## src/hdl/mavg_pkg.sv

```systemverilog
// ----------------------------------------------------------------------------
// Moving-average filter package
// Widths, register indexes, reset values and the sequencer state type.
// ----------------------------------------------------------------------------
package mavg_pkg;

	localparam int SAMPLE_W         = 16;
	localparam int TAP_W            = 6;
	localparam int SUM_W            = SAMPLE_W + TAP_W;
	localparam int MAG_W            = SUM_W - 1;
	localparam int MEAN_W           = SAMPLE_W + 1;
	localparam int MAX_TAPS_DEFAULT = 64;
	localparam int CFG_AW           = 4;
	localparam int CFG_DW           = 32;

	localparam logic [TAP_W-1:0] TAP_RESET = TAP_W'(30);

	localparam logic [1:0] REG_TAP_COUNT = 2'd0;
	localparam logic [1:0] REG_HIGH_PASS = 2'd1;
	localparam logic [1:0] REG_MONO      = 2'd2;

	typedef enum logic [3:0] {
		ST_IDLE,
		ST_WRITE,
		ST_SUM,
		ST_DRAIN,
		ST_DL_GO,
		ST_DL_WAIT,
		ST_DR_GO,
		ST_DR_WAIT,
		ST_FIN
	} st_t;

endpackage

```

## src/hdl/mavg_ram.sv

```systemverilog
// ----------------------------------------------------------------------------
// Generic RAM
// One write port, one read port, registered read data.
// ----------------------------------------------------------------------------
module mavg_ram #(
	parameter int WIDTH = 16,
	parameter int DEPTH = 64
) (
	input  logic                                       clk,
	input  logic                                       we,
	input  logic [((DEPTH > 1) ? $clog2(DEPTH) : 1)-1:0] waddr,
	input  logic [WIDTH-1:0]                           wdata,
	input  logic [((DEPTH > 1) ? $clog2(DEPTH) : 1)-1:0] raddr,
	output logic [WIDTH-1:0]                           rdata
);

	logic [WIDTH-1:0] mem_q [DEPTH];
	logic [WIDTH-1:0] rdata_q;

	always_ff @(posedge clk) begin
		if (we) begin
			mem_q[waddr] <= wdata;
		end
		rdata_q <= mem_q[raddr];
	end

	assign rdata = rdata_q;

endmodule

```

## src/hdl/mavg_div.sv

```systemverilog
// ----------------------------------------------------------------------------
// Iterative signed divider
// Restoring division of the ring sum by the tap count, one quotient bit per
// cycle, truncated toward zero.
// ----------------------------------------------------------------------------
module mavg_div
	import mavg_pkg::*;
(
	input  logic                     clk,
	input  logic                     arst_n,
	input  logic                     start,
	input  logic signed [SUM_W-1:0]  dividend,
	input  logic [TAP_W-1:0]         divisor,
	output logic                     done,
	output logic signed [MEAN_W-1:0] quotient
);

	localparam int CNT_W = $clog2(MAG_W + 1);

	logic [MAG_W-1:0]  qr_q;
	logic [TAP_W:0]    rem_q;
	logic [TAP_W-1:0]  dvs_q;
	logic              neg_q;
	logic [CNT_W-1:0]  cnt_q;
	logic              done_q;

	logic [SUM_W-1:0]  mag_full;
	logic [TAP_W:0]    rem_sh;
	logic [TAP_W+1:0]  diff;
	logic              ge;
	logic [MEAN_W-1:0] q_mag;

	assign mag_full = dividend[SUM_W-1] ? (-dividend) : dividend;
	assign rem_sh   = {rem_q[TAP_W-1:0], qr_q[MAG_W-1]};
	assign diff     = {1'b0, rem_sh} - {2'b00, dvs_q};
	assign ge       = ~diff[TAP_W+1];

	always_ff @(posedge clk or negedge arst_n) begin
		if (!arst_n) begin
			cnt_q  <= '0;
			done_q <= 1'b0;
		end else begin
			done_q <= (cnt_q == CNT_W'(1));
			if (start) begin
				cnt_q <= CNT_W'(MAG_W);
			end else if (cnt_q != '0) begin
				cnt_q <= cnt_q - 1'b1;
			end
		end
	end

	always_ff @(posedge clk) begin
		if (start) begin
			qr_q  <= mag_full[MAG_W-1:0];
			rem_q <= '0;
			dvs_q <= divisor;
			neg_q <= dividend[SUM_W-1];
		end else if (cnt_q != '0) begin
			qr_q  <= {qr_q[MAG_W-2:0], ge};
			rem_q <= ge ? diff[TAP_W:0] : rem_sh;
		end
	end

	assign q_mag    = qr_q[MEAN_W-1:0];
	assign quotient = neg_q ? signed'(-q_mag) : signed'(q_mag);
	assign done     = done_q;

endmodule

```

## src/hdl/moving_average_low_high_pass.sv

```systemverilog
// ----------------------------------------------------------------------------
// Boxcar moving-average filter, low or high pass
// Per-channel rings of the last taps samples; output is the ring mean or
// the sample minus the mean. Mono or stereo, pass-through at taps zero.
//
//   channel  | handshake              | payload
//   ---------+------------------------+---------------------------------
//   in       | in_valid / in_stall    | sample_left, sample_right
//   out      | out_valid / out_stall  | filtered_left, filtered_right
//   config   | APB psel/penable/...   | tap_count, high_pass_mode, mono
//
// A beat runs the ring sweep (one RAM read per tap) and then the shared 21-step
// divider, once for the left channel and again for the right one in stereo.
// in_stall is high from accept until the result is loaded into the output
// register; a result waiting under out_stall does not block the next accept.
// Reset clears rings (per-entry valid bits), slot, state, config and out_valid at once.
// ----------------------------------------------------------------------------
module moving_average_low_high_pass
	import mavg_pkg::*;
#(
	parameter int MAX_TAPS = MAX_TAPS_DEFAULT
) (
	input  logic                       clk,
	input  logic                       arst_n,
	input  logic                       in_valid,
	output logic                       in_stall,
	input  logic signed [SAMPLE_W-1:0] sample_left,
	input  logic signed [SAMPLE_W-1:0] sample_right,
	output logic                       out_valid,
	input  logic                       out_stall,
	output logic signed [SAMPLE_W-1:0] filtered_left,
	output logic signed [SAMPLE_W-1:0] filtered_right,
	input  logic                       psel,
	input  logic                       penable,
	input  logic                       pwrite,
	input  logic [CFG_AW-1:0]          paddr,
	input  logic [CFG_DW-1:0]          pwdata,
	output logic [CFG_DW-1:0]          prdata,
	output logic                       pready
);

	localparam int AW = (MAX_TAPS > 1) ? $clog2(MAX_TAPS) : 1;
	localparam int CW = ((AW > TAP_W) ? AW : TAP_W) + 1;

	st_t state_q, state_d;

	logic [TAP_W-1:0] tap_count_q;
	logic             hp_q;
	logic             mono_q;

	logic signed [SAMPLE_W-1:0] smp_l_q, smp_r_q;
	logic [TAP_W-1:0]           taps_q;
	logic [AW-1:0]              slot_q, wr_slot_q, k_q;
	logic [MAX_TAPS-1:0]        vld_l_q, vld_r_q;
	logic                       rd_s1, vld_l_s1, vld_r_s1;
	logic signed [SUM_W-1:0]    sum_l_q, sum_r_q;
	logic [SAMPLE_W-1:0]        res_l_q, res_r_q;
	logic                       out_valid_q;
	logic [SAMPLE_W-1:0]        filt_l_q, filt_r_q;

	logic [TAP_W-1:0]           taps_eff;
	logic [AW-1:0]              slot_eff;
	logic                       last_k;
	logic [SAMPLE_W-1:0]        rd_l, rd_r;
	logic                       cfg_we;

	logic                       accept, ram_we, rd_issue, div_start, fin_load;
	logic signed [SUM_W-1:0]    div_dividend;
	logic                       div_done;
	logic signed [MEAN_W-1:0]   div_quot;
	logic signed [MEAN_W-1:0]   smp_sel, hp_diff;
	logic [SAMPLE_W-1:0]        res_new;

	// configuration
	assign cfg_we = psel & penable & pwrite & pready;
	assign pready = 1'b1;

	always_ff @(posedge clk or negedge arst_n) begin
		if (!arst_n) begin
			tap_count_q <= TAP_RESET;
			hp_q        <= 1'b0;
			mono_q      <= 1'b0;
		end else if (cfg_we) begin
			unique case (paddr[3:2])
				REG_TAP_COUNT: tap_count_q <= pwdata[TAP_W-1:0];
				REG_HIGH_PASS: hp_q        <= pwdata[0];
				REG_MONO:      mono_q      <= pwdata[0];
				default: ;
			endcase
		end
	end

	always_comb begin
		unique case (paddr[3:2])
			REG_TAP_COUNT: prdata = CFG_DW'(tap_count_q);
			REG_HIGH_PASS: prdata = CFG_DW'(hp_q);
			REG_MONO:      prdata = CFG_DW'(mono_q);
			default:       prdata = '0;
		endcase
	end

	// tap count clamp and slot check
	assign taps_eff = (CW'(tap_count_q) > CW'(MAX_TAPS)) ? TAP_W'(MAX_TAPS) : tap_count_q;
	assign slot_eff = (CW'(slot_q) < CW'(taps_eff)) ? slot_q : '0;
	assign last_k   = (CW'(k_q) == (CW'(taps_q) - CW'(1)));

	// sequencer
	always_comb begin
		state_d = state_q;
		unique case (state_q)
			ST_IDLE:    if (in_valid) state_d = (taps_eff == '0) ? ST_FIN : ST_WRITE;
			ST_WRITE:   state_d = ST_SUM;
			ST_SUM:     if (last_k) state_d = ST_DRAIN;
			ST_DRAIN:   state_d = ST_DL_GO;
			ST_DL_GO:   state_d = ST_DL_WAIT;
			ST_DL_WAIT: if (div_done) state_d = mono_q ? ST_FIN : ST_DR_GO;
			ST_DR_GO:   state_d = ST_DR_WAIT;
			ST_DR_WAIT: if (div_done) state_d = ST_FIN;
			ST_FIN:     if (!out_valid_q || !out_stall) state_d = ST_IDLE;
			default:    state_d = ST_IDLE;
		endcase
	end

	always_comb begin
		in_stall     = (state_q != ST_IDLE);
		accept       = (state_q == ST_IDLE) && in_valid;
		ram_we       = (state_q == ST_WRITE);
		rd_issue     = (state_q == ST_SUM);
		div_start    = (state_q == ST_DL_GO) || (state_q == ST_DR_GO);
		div_dividend = (state_q == ST_DR_GO) ? sum_r_q : sum_l_q;
		fin_load     = (state_q == ST_FIN) && (!out_valid_q || !out_stall);
	end

	always_ff @(posedge clk or negedge arst_n) begin
		if (!arst_n) begin
			state_q     <= ST_IDLE;
			slot_q      <= '0;
			vld_l_q     <= '0;
			vld_r_q     <= '0;
			rd_s1       <= 1'b0;
			out_valid_q <= 1'b0;
		end else begin
			state_q <= state_d;
			rd_s1   <= rd_issue;
			if (ram_we) begin
				vld_l_q[wr_slot_q] <= 1'b1;
				if (!mono_q) begin
					vld_r_q[wr_slot_q] <= 1'b1;
				end
				slot_q <= ((CW'(wr_slot_q) + CW'(1)) == CW'(taps_q)) ? '0
				          : (wr_slot_q + 1'b1);
			end
			if (fin_load) begin
				out_valid_q <= 1'b1;
			end else if (!out_stall) begin
				out_valid_q <= 1'b0;
			end
		end
	end

	// rings
	mavg_ram #(.WIDTH(SAMPLE_W), .DEPTH(MAX_TAPS)) u_ring_l (
		.clk   (clk),
		.we    (ram_we),
		.waddr (wr_slot_q),
		.wdata (smp_l_q),
		.raddr (k_q),
		.rdata (rd_l)
	);

	mavg_ram #(.WIDTH(SAMPLE_W), .DEPTH(MAX_TAPS)) u_ring_r (
		.clk   (clk),
		.we    (ram_we & ~mono_q),
		.waddr (wr_slot_q),
		.wdata (smp_r_q),
		.raddr (k_q),
		.rdata (rd_r)
	);

	// shared divider
	mavg_div u_div (
		.clk      (clk),
		.arst_n   (arst_n),
		.start    (div_start),
		.dividend (div_dividend),
		.divisor  (taps_q),
		.done     (div_done),
		.quotient (div_quot)
	);

	assign smp_sel = (state_q == ST_DR_WAIT) ? MEAN_W'(smp_r_q) : MEAN_W'(smp_l_q);
	assign hp_diff = smp_sel - div_quot;
	assign res_new = hp_q ? hp_diff[SAMPLE_W-1:0] : div_quot[SAMPLE_W-1:0];

	// datapath
	always_ff @(posedge clk) begin
		vld_l_s1 <= vld_l_q[k_q];
		vld_r_s1 <= vld_r_q[k_q];
		if (accept) begin
			smp_l_q   <= sample_left;
			smp_r_q   <= sample_right;
			taps_q    <= taps_eff;
			wr_slot_q <= slot_eff;
			res_l_q   <= sample_left;
			res_r_q   <= mono_q ? '0 : sample_right;
		end
		if (ram_we) begin
			k_q     <= '0;
			sum_l_q <= '0;
			sum_r_q <= '0;
		end else if (rd_issue) begin
			k_q <= k_q + 1'b1;
		end
		if (rd_s1) begin
			sum_l_q <= sum_l_q + (vld_l_s1
			           ? {{(SUM_W-SAMPLE_W){rd_l[SAMPLE_W-1]}}, rd_l} : SUM_W'(0));
			sum_r_q <= sum_r_q + (vld_r_s1
			           ? {{(SUM_W-SAMPLE_W){rd_r[SAMPLE_W-1]}}, rd_r} : SUM_W'(0));
		end
		if (div_done && state_q == ST_DL_WAIT) begin
			res_l_q <= res_new;
			if (mono_q) begin
				res_r_q <= '0;
			end
		end
		if (div_done && state_q == ST_DR_WAIT) begin
			res_r_q <= res_new;
		end
		if (fin_load) begin
			filt_l_q <= res_l_q;
			filt_r_q <= res_r_q;
		end
	end

	assign out_valid      = out_valid_q;
	assign filtered_left  = filt_l_q;
	assign filtered_right = filt_r_q;

	// checks
	a_pass_short: assert property (@(posedge clk) disable iff (!arst_n)
		(in_valid && !in_stall && tap_count_q == '0) |=> (state_q == ST_FIN))
		else $error("pass-through beat did not go straight to output");

	a_div_done: assert property (@(posedge clk) disable iff (!arst_n)
		div_done |-> (state_q == ST_DL_WAIT || state_q == ST_DR_WAIT))
		else $error("divider finished outside a wait state");

	a_slot_range: assert property (@(posedge clk) disable iff (!arst_n)
		CW'(slot_q) < CW'(MAX_TAPS))
		else $error("write slot beyond ring depth");

endmodule
```

## config.mk

```make
export PLATFORM = sky130hd
export DESIGN_NAME = moving_average_low_high_pass
export DESIGN_NICKNAME = d
export VERILOG_FILES = /design/src/hdl/mavg_pkg.sv /design/src/hdl/mavg_ram.sv /design/src/hdl/mavg_div.sv /design/src/hdl/moving_average_low_high_pass.sv
export SDC_FILE = /design/constraint.sdc
export NUM_CORES = 2
export LEC_CHECK = 0
export ABC_AREA = 1
export BUFFER_PORTS_ARGS = -buffer_cell sky130_fd_sc_hd__buf_2
export CORE_MARGIN = 8
export CORE_UTILIZATION = 50
export CTS_CLUSTER_DIAMETER = 100
export DETAILED_ROUTE_END_ITERATION = 10
export PLACE_DENSITY = 0.65
export REMOVE_ABC_BUFFERS = 1
export SLEW_MARGIN = 0
export SYNTH_ARGS = -nofsm -noshare
export SYNTH_HDL_FRONTEND = slang
export SYNTH_SLANG_ARGS = --single-unit
```

## constraint.sdc

```tcl
create_clock -name clk -period 7.65 [get_ports clk]
set_input_delay 0 -clock clk [delete_from_list [all_inputs] [get_ports clk]]
set_output_delay 0 -clock clk [all_outputs]
set_load 0.01 [all_outputs]
```

Word-level counts from Yosys, hierarchy flattened
Memory sizes are Yosys's and may differ from the RTL's. A register that Yosys moved wholly into a read port is not among the register bits.
Index checks and enable logic that the tools add are counted.
Widths: inputs -> output; s select.
{"block": "classes", "addsub": 11, "order_cmp": 5, "eq_ne": 19, "muxes": 45, "bitwise": 7, "n_reduce_logical": 22}
{"cell": "$mux 16", "n": 10}
{"cell": "$mux 22", "n": 6}
{"cell": "$or 64x64->64", "n": 2}
{"cell": "$mux 21", "n": 3}
{"cell": "$add 22x22->22", "n": 2}
{"cell": "$pmux 4 s9", "n": 1}
{"cell": "$mux 4", "n": 7}
{"cell": "$neg 21->21", "n": 1}
{"cell": "$mux 6", "n": 3}
{"cell": "$pmux 6 s3", "n": 1}
{"cell": "$eq 4x3->1 const B", "n": 4}
{"cell": "$neg 16->16", "n": 1}
{"cell": "$sub 16x16->16", "n": 1}
{"cell": "$lt 6x7->1 const B", "n": 2}
{"cell": "$add 6x1->6 const B", "n": 2}
{"cell": "$bmux 1 s6", "n": 2}
{"cell": "$mux 5", "n": 2}
{"cell": "$mux 1", "n": 9}
{"cell": "$eq 4x2->1 const B", "n": 2}
{"cell": "$reduce_and 2->1", "n": 4}
{"cell": "$sub 7x6->8", "n": 1}
{"cell": "$add 6x1->7 const B", "n": 1}
{"cell": "$eq 6x7->1", "n": 1}
{"cell": "$eq 7x6->1", "n": 1}
{"cell": "other kinds (25)", "n": 40}
{"block": "totals", "reg_bits": 348, "ram_bits": 2048, "mem_count": 2}
{"memory": "u_ring_l.mem_q", "depth": 64, "width": 16, "read_ports": 1, "rd_ports_with_merged_regs": 1, "wr": 1, "line": "mavg_ram.sv:17", "text": "logic [WIDTH-1:0] mem_q [DEPTH];"}
{"memory": "u_ring_r.mem_q", "depth": 64, "width": 16, "read_ports": 1, "rd_ports_with_merged_regs": 1, "wr": 1, "line": "mavg_ram.sv:17"}

Logic depth before layout (Yosys ltp)
{"block": "logic_depth", "ltp_word": 6, "ltp_mapped": 22, "mapped_depth_nobuf": 22}

Cells and area by module
Synthesis repeated with hierarchy kept, for this count alone.
{"block": "unflattened", "hier_cells": 9500, "area_unflattened_um2": 104453.9}
{"mod": "mavg_ram", "instances": 2, "cells_each": 3517, "area_each_um2": 42099.1, "seq_area_each_um2": 31069.8}
{"mod": "moving_average_low_high_pass", "instances": 1, "cells_each": 2075, "area_each_um2": 17361.7, "seq_area_each_um2": 8272.9}
{"mod": "mavg_div", "instances": 1, "cells_each": 391, "area_each_um2": 2894.0, "seq_area_each_um2": 1111.1}

Worst setup path after synthesis
No wires, ideal clock.
{"block": "synth_path", "kind": "reg2reg", "from": "register wr_slot_q[3]", "to": "memory u_ring_r.mem_q[25][0], enable pin", "setup_time_ps": 388, "t_arrival_ps": 2894, "required_ps": 7262, "setup_slack_ps": 4367, "path_stages_with_launch": 7, "n_path_buf": 0, "period_less_slack_ps": 3283, "cell_sequence": "edfxtp_1 inv_1 nor3_1 clkinv_1 nor2_1 inv_1 nor2_1"}
{"item": "from (decl)", "line": "moving_average_low_high_pass.sv:53", "text": "logic [AW-1:0] slot_q, wr_slot_q, k_q;"}
{"item": "from (signal assigned)", "line": "moving_average_low_high_pass.sv:203", "text": "wr_slot_q <= slot_eff;"}
{"item": "to (decl)", "line": "mavg_ram.sv:17"}
Straight into the memory's write port.

Final worst setup path
{"block": "layout_path", "from": "register state_q[3]", "to": "register res_l_q[12] (data pin)"}
{"block": "layout_via", "elab_chain_cells": 5}
{"item": "from (decl)", "line": "moving_average_low_high_pass.sv:45", "text": "st_t state_q, state_d;"}
{"item": "from (signal assigned)", "line": "moving_average_low_high_pass.sv:143", "text": "state_q <= state_d;"}
{"item": "$eq 4x3->1", "line": "moving_average_low_high_pass.sv:191", "text": "assign smp_sel = (state_q == ST_DR_WAIT) ? MEAN_W'(smp_r_q) : MEAN_W'(smp_l_q);"}
{"item": "$mux 16", "line": "moving_average_low_high_pass.sv:191"}
{"item": "$sub 16x16->16", "line": "moving_average_low_high_pass.sv:192", "text": "assign hp_diff = smp_sel - div_quot;"}
{"item": "$mux 16", "line": "moving_average_low_high_pass.sv:193", "text": "assign res_new = hp_q ? hp_diff[SAMPLE_W-1:0] : div_quot[SAMPLE_W-1:0];"}
{"item": "$mux 16 (*)", "line": "moving_average_low_high_pass.sv:220", "text": "if (div_done && state_q == ST_DL_WAIT) begin"}
{"item": "to (signal assigned)", "line": "moving_average_low_high_pass.sv:204", "text": "res_l_q <= sample_left;"}
{"item": "to (signal assigned)", "line": "moving_average_low_high_pass.sv:221", "text": "res_l_q <= res_new;"}
{"item": "to (decl)", "line": "moving_average_low_high_pass.sv:57", "text": "logic [SAMPLE_W-1:0] res_l_q, res_r_q;"}
Mark *: on every way between the ends. The rest lies on a longest branch, timed or not.
A chain may end at the register's enable or synchronous reset.

==> results_dict.tcl <==
set metrics [dict create \
    cts_tree "done" \
    clock.fmax_mhz 234 \
    design_area_sq_um 112000 \
    synth_top_area_frac 0.666 \
    p_leak_nw 38.6 \
    netlist_area_sq_um 99700 \
    num_io_pins 142 \
    cp.required_ns 8.28 \
    synthFlopType "edfxtp_1" \
    track_usage 0.248 \
    critPathMaxStageDelay_ns 0.65 \
    antenna_left 0 \
    hold_ws_ns 0.0711 \
    drc 0 \
    yosys.cell_count.top_type "edfxtp_1" \
    die_h_microns 463 \
    numCtsBuffers 235 \
    via_per_inst 6.01 \
    hold_path.class "in2reg" \
    synth_commonest_cells "2212 x edfxtp_1, 1282 x o21ai_0, 1278 x nor2_1" \
    hold_viol 0 \
    report.final.setup_viol 0 \
    rrSetupSlack_ns 3.38 \
    first_pass_iters 9 \
    synthCells 8220 \
    grt_pass1_wl_microns 410000 \
    start_util 0.501 \
    synth_area_leaders "edfxtp_1 67%, o21ai_0 6.4%, nor2_1 4.8%, dfrtp_1 3.8%, nand2_1 2.8%" \
    fin_worst_skew_ns 0.0305 \
    fin_crit_ns 4.27 \
    end_kind "register" \
    wl_per_cell_microns 24.8 \
    grt_setup_unrepaired "no" \
    antenna_found_initial 5 \
    cts_resized 0 \
    synth_seq_area_share 0.717 \
    placed_area_sq_um 103000 \
    finalSetupTns_ns 0 \
    yosys.area.top_type "edfxtp_1" \
    pwr-share-seq 0.557 \
    drtIter0Drc 7910 \
    htreeDepth 4 \
    finalPower_mw 25.7 \
    place.gp.congestion 0.888 \
    setup.worst_path.start_class "register" \
    clock_path_buffers 3 \
    overflow 0 \
    synth_edf_count 2212 \
    status "finished clean" \
    yosysWarnings 0 \
    swShare 0.200 \
    drive_gt1_frac 0.0973 \
    final_util 0.561 \
    cp.arrival_ns 4.90 \
    port_buffers 86 \
    rows 164 \
    post_cts_buffers 0 \
    grt_max_degree 209 \
    internal_power_mw 20.5 \
    fin_ws_ns 3.38 \
    totalWireLength_microns 278000 \
    drv_cap 0 \
    synth.avg_cell_area_sq_um 12.1 \
    synth-seq-cells 2428 \
    ir_drop_v 0.000277 \
    dp_slack_ns 3.41 \
    path_class "reg2reg" \
    fin_crit_sh 0.559 \
    dp_cells 10700 \
    synth_cell_types 55 \
    p_sw_mw 5.13 \
    grt_pass1_vias 64200 \
    path_clk_slew_ns 0.06 \
    area_delta_synth_final_pct 12.0 \
    coreArea_sq_um 199000 \
    cts_root_buf "clkbuf_16" \
    fp.dieArea_sq_um 214000 \
    final-max-slew-violation-count 0 \
    critPathMaxFanout 17 \
    power.clock.fraction 0.435 \
    pwr-share-comb 0.008 \
    die_x_microns 463 \
    num_vias 67300 \
    crit_path_top_delay_cell "nor2_2" \
    slew_headroom 0.146 \
    numClockSinks 2428 \
    clk_latency_ns 0.88 \
    worstMarginPinSlew_ns 1.28 \
    power.density_nw_per_um2 230 \
    cp_common_cell "nand3_1" \
    async_reset_ff_frac 0.0634 \
    postCtsHoldBufs 100 \
    dp_hpwl_microns 156000 \
    crit_chain "inv_1, nand2_1, nor2_2, inv_1, o21ai_0, inv_1, fa_1, inv_1, nand3_1, nand2_1, a21boi_0, o21bai_1, nand3_1, nand3_1, nand3_1, nand3_1, nand2_1" \
    stdcell_count 11200 \
    finalNetCount 8489 \
]
==> cell usage in the layout (no fill, tap or decap), types with 99 or more instances in the layout <==
cell / netlist / routed
a21oi_1: 263 / 262
buf_4: 39 / 195
clkbuf_16: 0 / 238
dfrtp_1: 150 / 149
dlygate4sd3_1: 0 / 99
edfxtp_1: 2212 / 2212
inv_1: 330 / 327
nand2_1: 745 / 744
nand3_1: 341 / 341
nor2_1: 1278 / 1220
o21ai_0: 1282 / 1282
o221ai_1: 205 / 205
o22ai_1: 313 / 313
==> kinds of logic (layout without fill, tap and decap cells) <==
kind of cell             count (synthesis)  count (layout)  share of synthesized area
other                                    2              28                  0.0000753
AO/OA/AOI/OAI                         2182            2182                      0.124
XOR/XNOR                                52              52                    0.00457
flip-flops                            2428            2428                      0.717
buffers and inverters                  884            1178                     0.0363
multiplexers                             1               1                   0.000100
AND/OR/NAND/NOR                       2591            2591                      0.107
adder cells (fa/ha/maj)                 80              80                     0.0103
==> worst paths after layout <==
kind                                         from  cells past startpoint                          to
setup / recovery           state_q[3]$_DFFE_PN0P_                     17       res_l_q[12]$_DFFE_PP_
hold / removal                    sample_right[6]                      6          res_r_q[6]$_DFF_P_
setup reg to reg           state_q[3]$_DFFE_PN0P_                     17       res_l_q[12]$_DFFE_PP_
hold reg to reg              res_l_q[5]$_DFFE_PP_                      0  filtered_left[5]$_DFFE_PP_
max in group asynchronous                  arst_n                      4      vld_l_q[4]$_DFFE_PN0P_
min in group asynchronous                  arst_n                      3  tap_count_q[1]$_DFFE_PN1P_
==> registers in the layout, indices dropped and copies added, names as in the netlist, 6 cells and up <==
register,flops
slot_q,6
k_q,6
u_div.dvs_q,6
smp_r_q,16
smp_l_q,16
wr_slot_q,6
sum_r_q,22
taps_q,6
u_ring_l.rdata,16
res_r_q,16
vld_l_q,64
u_ring_r.rdata,16
filtered_right,16
sum_l_q,22
res_l_q,16
filtered_left,16
u_ring_r.mem_q,1024
u_ring_l.mem_q,1024
tap_count_q,6
vld_r_q,64
u_div.qr_q,21
u_div.rem_q,6
==> power by group through the flow <==
stage | Combinational, mW | Sequential, mW | Clock [mW]
6_report | 0.211 | 14.3 | 11.2
5_1_grt | 0.225 | 14.3 | 11.8
4_1_cts | 0.206 | 14.3 | 11.3
3_5_place_dp | 0.158 | 14.6 | 0
3_3_place_gp | 0.157 | 14.6 | 0
2_1_floorplan | 0.0583 | 14.6 | 0
==> layer usage <==
metal,share of wire,track usage
met5,0.000047,0
met4,0.038,0.0939
met3,0.081,0.0356
met2,0.47,0.395
met1,0.41,0.349
==> cell type report <==
class | count | area, sq um
inverters | 343 | 1320
multi-input cells | 4933 | 25000
fillers | 16300 | 87400
repair buffers | 393 | 3160
clock inverters | 144 | 1140
diodes | 1 | 2.50
clock buffers | 298 | 6230
well taps | 2656 | 3320
flip-flops and latches | 2428 | 71500
==> critical path: cells and delay by family, from the launching register on <==
kind	cells	cell delay (ns)
AO/OA/AOI/OAI	3	0.83
adder cells (fa/ha/maj)	1	0.37
buffers and inverters	4	0.82
flip-flops	1	0.40
AND/OR/NAND/NOR	9	1.61
No activity file was read; power rests on OpenSTA's default activity.
